===== src/sv/kmdm_pkg.sv =====
package kmdm_pkg;

   localparam int LABEL_W   = 12;
   localparam int COORD_W   = 6;
   localparam int DIM_W     = 7;
   localparam int CSR_IDX_W = 1;
   localparam int PROD_W    = COORD_W + DIM_W;
   localparam int LIN_W     = PROD_W + 1;

   // register indexes
   localparam logic [CSR_IDX_W-1:0] REG_GRID_COLUMNS = 1'd0;
   localparam logic [CSR_IDX_W-1:0] REG_GRID_ROWS    = 1'd1;

   localparam logic [DIM_W-1:0] GRID_COLUMNS_RST = 7'd64;
   localparam logic [DIM_W-1:0] GRID_ROWS_RST    = 7'd64;

   // request commands
   localparam logic CMD_DOOR    = 1'b0;
   localparam logic CMD_RESTART = 1'b1;

   typedef struct packed {
      logic load_fields;
      logic calc_mul;
      logic calc_idx;
      logic rd_a;
      logic rd_b;
      logic lat_a;
      logic lat_b;
      logic clr_wr;
      logic scan_rd;
   } ctrl_cmd_type;

   typedef struct packed {
      logic bad;
      logic labels_equal;
      logic cnt_last;
   } dp_status_type;

endpackage


===== src/sv/kmdm_ctrl.sv =====
module kmdm_ctrl import kmdm_pkg::*; (
   input  logic          clock,
   input  logic          reset,
   input  logic          req_valid,
   output logic          req_ready,
   input  logic          req_cmd,
   output logic          rsp_valid,
   input  logic          rsp_ready,
   output logic          rsp_door_open,
   output logic          rsp_bad_coord,
   output ctrl_cmd_type  cmd,
   input  dp_status_type status
);

   localparam logic [3:0] S_CLEAR = 4'd0;
   localparam logic [3:0] S_IDLE  = 4'd1;
   localparam logic [3:0] S_MUL   = 4'd2;
   localparam logic [3:0] S_ADDR  = 4'd3;
   localparam logic [3:0] S_RDA   = 4'd4;
   localparam logic [3:0] S_RDB   = 4'd5;
   localparam logic [3:0] S_CMP   = 4'd6;
   localparam logic [3:0] S_SCAN  = 4'd7;
   localparam logic [3:0] S_DRAIN = 4'd8;
   localparam logic [3:0] S_DONE  = 4'd9;

   logic [3:0] state_ff, state_in;
   logic       restart_ff, restart_in;
   logic       open_ff, open_in;
   logic       bad_ff, bad_in;
   logic       rsp_valid_ff, rsp_valid_in;
   logic       rsp_open_ff, rsp_bad_ff;
   logic       load_rsp;

   always_comb begin
      state_in   = state_ff;
      restart_in = restart_ff;
      open_in    = open_ff;
      bad_in     = bad_ff;
      load_rsp   = 1'b0;
      cmd        = '0;
      case (state_ff)
         S_CLEAR: begin
            cmd.clr_wr = 1'b1;
            if (status.cnt_last) begin
               state_in = restart_ff ? S_DONE : S_IDLE;
            end
         end
         S_IDLE: begin
            if (req_valid) begin
               cmd.load_fields = 1'b1;
               restart_in      = (req_cmd == CMD_RESTART);
               open_in         = 1'b0;
               bad_in          = 1'b0;
               state_in        = (req_cmd == CMD_RESTART) ? S_CLEAR : S_MUL;
            end
         end
         S_MUL: begin
            cmd.calc_mul = 1'b1;
            state_in     = S_ADDR;
         end
         S_ADDR: begin
            cmd.calc_idx = 1'b1;
            state_in     = S_RDA;
         end
         S_RDA: begin
            if (status.bad) begin
               bad_in   = 1'b1;
               state_in = S_DONE;
            end else begin
               cmd.rd_a = 1'b1;
               state_in = S_RDB;
            end
         end
         S_RDB: begin
            cmd.lat_a = 1'b1;
            cmd.rd_b  = 1'b1;
            state_in  = S_CMP;
         end
         S_CMP: begin
            cmd.lat_b = 1'b1;
            state_in  = status.labels_equal ? S_DONE : S_SCAN;
         end
         S_SCAN: begin
            cmd.scan_rd = 1'b1;
            if (status.cnt_last) begin
               state_in = S_DRAIN;
            end
         end
         S_DRAIN: begin
            open_in  = 1'b1;
            state_in = S_DONE;
         end
         S_DONE: begin
            if (!rsp_valid_ff || rsp_ready) begin
               load_rsp = 1'b1;
               state_in = S_IDLE;
            end
         end
         default: begin
            state_in = S_IDLE;
         end
      endcase
   end

   always_comb begin
      rsp_valid_in = rsp_valid_ff;
      if (load_rsp) begin
         rsp_valid_in = 1'b1;
      end else if (rsp_ready) begin
         rsp_valid_in = 1'b0;
      end
   end

   always_ff @(posedge clock) begin
      if (reset) begin
         state_ff     <= S_CLEAR;
         restart_ff   <= 1'b0;
         open_ff      <= 1'b0;
         bad_ff       <= 1'b0;
         rsp_valid_ff <= 1'b0;
      end else begin
         state_ff     <= state_in;
         restart_ff   <= restart_in;
         open_ff      <= open_in;
         bad_ff       <= bad_in;
         rsp_valid_ff <= rsp_valid_in;
      end
   end

   always_ff @(posedge clock) begin
      if (load_rsp) begin
         rsp_open_ff <= open_ff;
         rsp_bad_ff  <= bad_ff;
      end
   end

   assign req_ready     = (state_ff == S_IDLE);
   assign rsp_valid     = rsp_valid_ff;
   assign rsp_door_open = rsp_open_ff;
   assign rsp_bad_coord = rsp_bad_ff;

endmodule


===== config.mk =====
export PLATFORM = sky130hd
export DESIGN_NAME = kmdm_ctrl
export DESIGN_NICKNAME = d
export VERILOG_FILES = /design/src/sv/kmdm_pkg.sv /design/src/sv/kmdm_ctrl.sv
export SDC_FILE = /design/constraint.sdc
export NUM_CORES = 1
export LEC_CHECK = 0
export ABC_AREA = 1
export BUFFER_PORTS_ARGS = -buffer_cell sky130_fd_sc_hd__clkbuf_2
export CAP_MARGIN = 10
export CORE_AREA = 2 2 39 41
export DETAILED_ROUTE_END_ITERATION = 16
export DIE_AREA = 0 0 41 43
export PLACE_DENSITY = 0.71
export SYNTH_ARGS = -nofsm -noshare
export SYNTH_HDL_FRONTEND = slang
export SYNTH_SLANG_ARGS = --single-unit

===== constraint.sdc =====
create_clock -name clock -period 1.3 [get_ports clock]
set_input_delay 0 -clock clock [delete_from_list [all_inputs] [get_ports clock]]
set_output_delay 0 -clock clock [all_outputs]
set_load 0.005 [all_outputs]

# Yosys cells after proc, flatten, opt, wreduce, memory -nomap -nowiden
# Index checks and enable logic that the tools add are counted.
# word_totals
out_inout_bits	13
elab_cells	58
inputBits	8
regBits	10
# classes
n_reduce_logical	10
muxes	27
eq_ne	14
# op_table
operator	count
$pmux W4 S10	1
$mux W4	7
$eq A4 B3 Y1 const B	4
$mux W1	15
$ne A2 B2 Y1 const B	5
$eq A4 B2 Y1 const B	2
$eq A4 B4 Y1 const B	2
$reduce_bool A2 Y1	3
$eq A4 B1 Y1 const B	1
$logic_not A4 Y1	1
$mux W2	2
$pmux W1 S2	2
$reduce_and A2 Y1	2
$reduce_and A4 Y1	1
$reduce_and A3 Y1	1
$logic_not A1 Y1	1
$logic_or A1 B1 Y1	1

# Depth between registers and ports, before layout
# Gate-level depths: netlist of run 1.
# logic_depth
ltp_word	5
depth_mapped	8
depth_no_buf	8

# Worst setup path before layout of run 1
# Ideal clock, no wire load.
# synth_timing
path_type	reg-to-reg
from	reg state_ff[3]
to	reg rsp_bad_ff, in the netlist rsp_bad_coord, enable pin
slack_ns	0.158
path_stages_with_launch	5
n_path_buf	0
synth_period_minus_slack_ns	1.142
t_arrival_ns	0.825
setup_ns	0.316
t_required_ns	0.984
path_cell_list	dfxtp_1 -> inv_1 -> nor2_1 -> nand2_1 -> nor2_1
# synth_between
elab_chain_cells	2
# synth_lines
item	line	rtl
start, declared	kmdm_ctrl.sv:26	logic [3:0] state_ff, state_in;
start signal, assigned	kmdm_ctrl.sv:122	state_ff <= state_in;
$eq A4 B4 Y1	kmdm_ctrl.sv:41	case (state_ff)
$mux W1	kmdm_ctrl.sv:41	
net load_rsp	kmdm_ctrl.sv:32	logic load_rsp;
end signal, assigned	kmdm_ctrl.sv:133	rsp_bad_ff <= bad_ff;
end, declared	kmdm_ctrl.sv:31	logic rsp_open_ff, rsp_bad_ff;
# The timed path passes the listed nets, and every way through them passes these cells.
# A chain may end at the register's enable or synchronous reset.

==> metrics.md, run 1 <==
| Metric | Value |
|---|---|
| Die Wd | 41 um |
| CP Capture Type | primary output |
| # IOs | 21 |
| Pleak | 0.0004248 uW |
| Max-Cap Viols | 0 |
| PD cells | 996.1 mW/mm2 |
| Netlist Area Pre-Place | 571.8 um2 |
| Number of synthesized register bits | 10 |
| Slew margin rel. | 0.7846 |
| Commonest non-fill, non-tap cells in the layout | 23 x nand2_1, 19 x clkbuf_2, 14 x inv_1 |
| Internal reg-to-reg setup slack | 0.05 ns |
| Max frequency | 791.6 MHz |
| Average wire per standard cell | 11.60 um |
| GRT Util Overall | 0.1747 |
| Slowest CP cell | dfxtp_4 |
| Layout area overhead | 42.01% |
| Syn. warnings | 0 |
| Critical path startpoint category | flop |
| HP Class | primary input to flop |
| Final wirelength | 1.543 mm |
| CP Max Fanout | 6 |
| Final HPWL DP | 1.061 mm |
| Crit path DAT | 1.26 ns |
| Gpl congestion | 0.8294 |
| Setup CP Type | flop to primary output |
| Final Critical Period | 1.263 ns |
| Global-route wire length before repair | 2.125 mm |
| Setup TNS | 0 ns |
| Critical path, cell by cell | nor2_1 > buf_4 > nand2_1 > nor2_2 > clkbuf_2 |
| Clock latency on the worst-skew pair | 0.26 ns |
| Avg Cell Area, Syn | 6.498 um2 |
| Inserted Clock Buffers | 3 |
| CTS tree | built |
| Endpoints failing hold | 0 |
| Row cnt | 14 |
| Die H | 43 um |
| Post-synth cell types | 17 |
| CP peak stage delay | 0.37 ns |
| Clock Sinks | 10 |
| Total Power | 808.8 uW |
| DRT iter0 DRCs | 23 |
| Crit path buffers/inverters | 2 |
| ANT nets after route | 0 |
| Layout Nets | 126 |
| Via count | 651 |
| Number of max-slew violations in the final report | 0 |
| Worst VDD drop | 0.0007694 V |
| Vias in the first global route | 535 |
| Die area | 0.001763 mm2 |
| Layout Skew | 0.01138 ns |
| ANT cells | 0 |
| Largest net degree at the start of global routing | 8 |
| Commonest non-fill, non-tap cell in the layout | nand2_1 |
| CTS Buffer Depth | 2 |
| Port bufs | 20 |
| Clock root cell | clkbuf_4 |
| # fillers | 127 |
| Residual DRC | 0 |
| Total grt overflow | 0 |
| Outcome | finished, final reports clean |
| Core area | 0.001384 mm2 |
| Tcrit/Tclk final | 0.9717 |
| Actual slew at the worst max-slew pin | 0.3219 ns |
| Reg clk slew, reported paths | 0.07 ns |
| Seq/Total Area, Yosys | 0.3851 |
| Initial antenna violation count | 0 |
| Routed vias/inst | 4.895 |
| Initial Utilization | 0.4132 |
| Cells after Synth | 88 |
| CP required | 1.30 ns |
| H-tree Lvls | 1 |
| Share of layout cells above drive strength 1 | 0.3932 |
| Final setup vio count | 0 |
| Syn_nets | 96 |
| DR pass1 iterations | 4 |
| Crit path max-delay family | flip-flops |
## layer usage
layer  share of wire  vias up  GRT usage
li1                -      330          -
met1            0.41      290     0.2230
met2            0.51       27     0.2719
met3           0.064        4    0.05236
met4           0.020        0    0.05333
met5               0        -          0
## cell usage after synthesis
cell type | n | area share
a21oi_1 | 6 | 0.053
a31oi_1 | 1 | 0.011
buf_4 | 1 | 0.013
clkinv_2 | 1 | 0.0087
dfxtp_1 | 8 | 0.28
edfxtp_1 | 2 | 0.11
inv_1 | 14 | 0.092
inv_2 | 3 | 0.020
nand2_1 | 23 | 0.15
nand2_2 | 1 | 0.011
nand3_1 | 8 | 0.070
nand3b_1 | 1 | 0.013
nand4_1 | 1 | 0.011
nor2_1 | 11 | 0.072
nor2_2 | 3 | 0.033
nor2_4 | 2 | 0.039
nor3_1 | 2 | 0.018
## registers in the layout, indices dropped and copies added (netlist names)
signal / flops
bad_ff: 1
rsp_door_open: 1
rsp_valid: 1
open_ff: 1
restart_ff: 1
rsp_bad_coord: 1
state_ff: 4
## area by class of cell
type                    count  area, um2  area share
clock buffers               4      36.28     0.04468
inverters                  18      68.82     0.08475
multi-input cells          59      302.8      0.3729
flip-flops and latches     10      230.2      0.2835
well taps                  16      20.02     0.02465
repair buffers             26      153.9      0.1895
## worst register-to-register path: stages (launching register included)
cell     delay (ns)
dfxtp_4        0.38
inv_2          0.05
nor2_4         0.15
buf_4          0.15
nand2_1        0.08
nor2_4         0.13
## through the flow
step	worst slack (ns)	hold slack, ns	instance area [um2]	utilization	cells
after detailed placement	0.007220	0.2497	699.4	0.5054	125
final	0.03676	0.003514	812.0	0.5868	133
after CTS	-0.04382	0.005329	754.5	0.5452	130
after global placement	0.09681	0.2452	699.4	0.5054	125
after floorplan	0.1584	0.02607	571.8	-	88
after global routing	-0.03264	0.01011	812.0	0.5868	133
## repair_timing
action / 4_1_cts / 5_1_grt
setup buffers: 0 / 3
endpoints found under the setup margin: 4 / 12
endpoints found under the hold margin: 1 / 0
gates resized for setup: 3 / 11
pin swaps: 0 / 4
hold buffers: 1 / 0
## power breakdown
group          switching, uW  leakage, uW  internal (uW)
logic                    106     0.000318           84.0
clock network            106    0.0000210            170
registers               15.9    0.0000858            327
## final timing paths
| check | end | cells past startpoint | start |
|---|---|---|---|
| setup / recovery | cmd[5] | 5 | state_ff[0]$_SDFFE_PP0P_ |
| hold / removal | state_ff[2]$_SDFFE_PP0P_ | 2 | reset |
| setup reg to reg | rsp_door_open$_DFFE_PP_ | 5 | state_ff[0]$_SDFFE_PP0P_ |
| hold reg to reg | rsp_door_open$_DFFE_PP_ | 0 | open_ff$_SDFFE_PP0P_ |
## kinds of logic after synthesis
family | Yosys count | synth area share
AO/OA/AOI/OAI | 7 | 0.06347
buffers and inverters | 19 | 0.1335
flip-flops | 10 | 0.3851
AND/OR/NAND/NOR | 52 | 0.4180
No activity file was read; power rests on OpenSTA's default activity.
==> run 2, diff against run 1 <==
Settings changed: ABC_AREA 1 to unset, CORE_AREA 2 2 39 41 to unset, CORE_MARGIN set to 2, CORE_UTILIZATION set to 45, DIE_AREA 0 0 41 43 to unset, PLACE_DENSITY 0.71 to 0.72, SKIP_CTS_REPAIR_TIMING set to 1.
==> metrics.md, run 2 <==
| Metric | Value |
|---|---|
| Outcome | complete, but fails checks |
| Violations in the final reports | negative hold slack, negative setup slack |
| DRT iter0 DRCs | 16 (-30%) |
| FFs w/ async S/R, synth | 0 (unchanged) |
| Layout Nets | 119 (-5.6%) |
| Setup CP Type | flop to primary output |
| Netlist Area Pre-Place | 645.6 um2 (+13%) |
| Share of layout cells above drive strength 1 | 0.4000 (+0.006838) |
| Synth area leaders | dfxtp_1 25%, edfxtp_1 9.3%, nor2_1 7.0% |
| Clock root cell | clkbuf_4 |
| Post-layout util | 0.6429 (+0.05613) |
| Total Power | 710.6 uW (-12%) |
| Pleak | 0.0003713 uW (-13%) |
| Crit path DAT | 1.35 ns (+0.09 ns) |
| Syn_nets | 93 (-3.1%) |
| Synth cell count leaders | 12 x nor2_1, 8 x dfxtp_1, 8 x nor3_1 |
| Final Critical Period | 1.346 ns (+0.08266 ns) |
| Initial antenna violation count | 0 (unchanged) |
| Max-Cap Viols | 0 (unchanged) |
| PD cells | 838.9 mW/mm2 (-16%) |
| Max reg flops | 4 (unchanged) |
| Number of max-slew violations in the final report | 0 (unchanged) |
| Top cell type's share of synthesized area | 0.2481 (-0.03203) |
| CP Max Fanout | 3 (-3) |
| Sw Share | 0.2901 (+0.008268) |
| Gpl congestion | 0.8075 (-2.6%) |
| Clock share of power | 0.320 (-0.020) |
| DP Cell Count | 121 (-3.2%) |
| Pre-CTS setup slack | 0.02747 ns (+0.02025 ns) |
| CTS tree | built |
| Avg Cell Area, Syn | 7.596 um2 (+17%) |
| WHS | -0.01489 ns (-0.01841 ns) |
| Final setup vio count | 1 (+1) |
| Endpoints failing hold | 1 (+1) |
| ANT nets after route | 0 (unchanged) |
| Average wire per standard cell | 13.45 um (+16%) |
| Largest net degree at the start of global routing | 19 (+11) |
| Syn. warnings | 0 (unchanged) |
| Vias in the first global route | 671 (+25%) |
| Row cnt | 13 (-1) |
| Cells after Synth | 85 (-3.4%) |
| Max frequency | 743.0 MHz (-6.1%) |
| Biggest area consumer among synthesized cells | dfxtp_1 |
| Number of synthesized register bits | 10 (unchanged) |
| Clock Sinks | 10 (unchanged) |
| Actual slew at the worst max-slew pin | 0.3584 ns (+0.03652 ns) |
| Comb pwr share | 0.216 (-0.019) |
| ANT cells | 0 (unchanged) |
| Seq/Total Area, Yosys | 0.3411 (-0.04404) |
| Final HPWL DP | 1.213 mm (+14%) |
| Worst VDD drop | 0.0006139 V (-20%) |
| EDFF count, synth | 2 (unchanged) |
| Seq pwr share | 0.465 (+0.041) |
| Die H | 41.88 um (-2.6%) |
| # IOs | 21 (unchanged) |
| CP required | 1.30 ns (about the same) |
| GRT Util Overall | 0.2169 (+0.04217) |
| Hold Path Depth | 3 (+1) |
| Reg clk slew, reported paths | 0.06 ns (about the same) |
| DR pass1 iterations | 4 (unchanged) |
| Routed vias/inst | 5.680 (+16%) |
| CP Capture Type | primary output |
| Global-route wire length before repair | 2.918 mm (+37%) |
| CTS Buffer Depth | 2 (unchanged) |
| RSZ-0062 raised after global routing | true |
| FF-to-FF path depth | 5 (unchanged) |
| Residual DRC | 0 (unchanged) |
| Layout Skew | 0.004370 ns (-0.007006 ns) |
| Pint | 504.5 uW (-13%) |
| Critical path startpoint category | flop |
| Initial Utilization | 0.4900 (+0.07683) |
| Tcrit/Tclk final | 1.035 (+0.06358) |
| Most common cell in the synthesized netlist | nor2_1 |
| H-tree Lvls | 1 (unchanged) |
| PnR worst setup slack | -0.04590 ns (-0.08266 ns) |
| Die area | 0.001754 mm2 (-0.54%) |
| Finished Layout Cells | 125 (-6.0%) |
| Slew margin rel. | 0.7580 (-0.02668) |
| Total grt overflow | 0 (unchanged) |
| Clock latency on the worst-skew pair | 0.27 ns (about the same) |
| Via count | 710 (+9.1%) |
| Post-synth cell types | 30 (+13) |
| HP Class | primary input to flop |
| Core area | 0.001318 mm2 (-4.8%) |
| Net Sw Power | 206.1 uW (-9.6%) |
| Setup TNS | -0.04590 ns (-0.04590 ns) |
| Die Wd | 41.88 um (+2.1%) |
| Commonest non-fill, non-tap cell in the layout | clkbuf_2 |
| Commonest non-fill, non-tap cells in the layout | 20 x clkbuf_2, 11 x nor2_1, 9 x buf_4 |
| Final wirelength | 1.681 mm (+8.9%) |
| Post-synth top flop | dfxtp_1 |
| Layout area overhead | 31.20% |
| Reg with most FFs | state_ff |
| Inserted Clock Buffers | 3 (unchanged) |
| Port bufs | 20 (unchanged) |
run 2: path summary, 6_finish.rpt:
path	startpoint	endpoint	slack [ns]
max reg2reg	state_ff[0]$_SDFFE_PP0P_	state_ff[1]$_SDFFE_PP0P_	0.04
min	req_cmd	restart_ff$_SDFFE_PP0P_	-0.01
min reg2reg	bad_ff$_SDFFE_PP0P_	rsp_bad_coord$_DFFE_PP_	0.44
max	state_ff[3]$_SDFFE_PP0P_	cmd[8]	-0.05
run 2: power by group through the flow:
stage | clock (uW) | combinational, uW | sequential (uW)
2_1_floorplan | 0 | 86.4 | 337
3_3_place_gp | 0 | 141 | 336
3_5_place_dp | 0 | 144 | 336
4_1_cts | 233 | 145 | 329
5_1_grt | 251 | 170 | 331
6_report | 227 | 153 | 330
run 2: layer usage:
layer  global-route usage  part of all wire  up-vias
met4              0.07097            0.0071        0
met2               0.3656              0.53       27
met3              0.09130             0.059        2
met5                    0                 0        -
li1                     -                 -      351
met1               0.2447              0.40      330
run 2: area by class of cell:
class / instances / area (um2)
flip-flops and latches: 10 / 224.0
inverters: 4 / 15.01
clock buffers: 3 / 22.52
repair buffers: 30 / 178.9
clock inverters: 1 / 3.754
multi-input cells: 62 / 384.1
fillers: 116 / 470.5
well taps: 15 / 18.77
run 2: cell families after synthesis:
kind of cell / count (synthesis) / share of synthesized area
AO/OA/AOI/OAI: 19 / 0.1783
buffers and inverters: 13 / 0.1046
multiplexers: 2 / 0.03101
flip-flops: 10 / 0.3411
AND/OR/NAND/NOR: 41 / 0.3450
run 2: per-stage QoR:
stage | area (um2) | hold slack [ns]
after floorplan | 645.6 | 0.03412
after global placement | 787.0 | 0.2585
after detailed placement | 787.0 | 0.2679
after CTS | 813.3 | -0.01185
after global routing | 847.1 | 0.008267
final | 847.1 | -0.01489
run 2: worst max-delay path, cell delays in order (launching register included):
cell and delay, ns:
dfxtp_1 0.32, nand2b_4 0.14, or4_4 0.44, inv_2 0.07, clkbuf_2 0.11
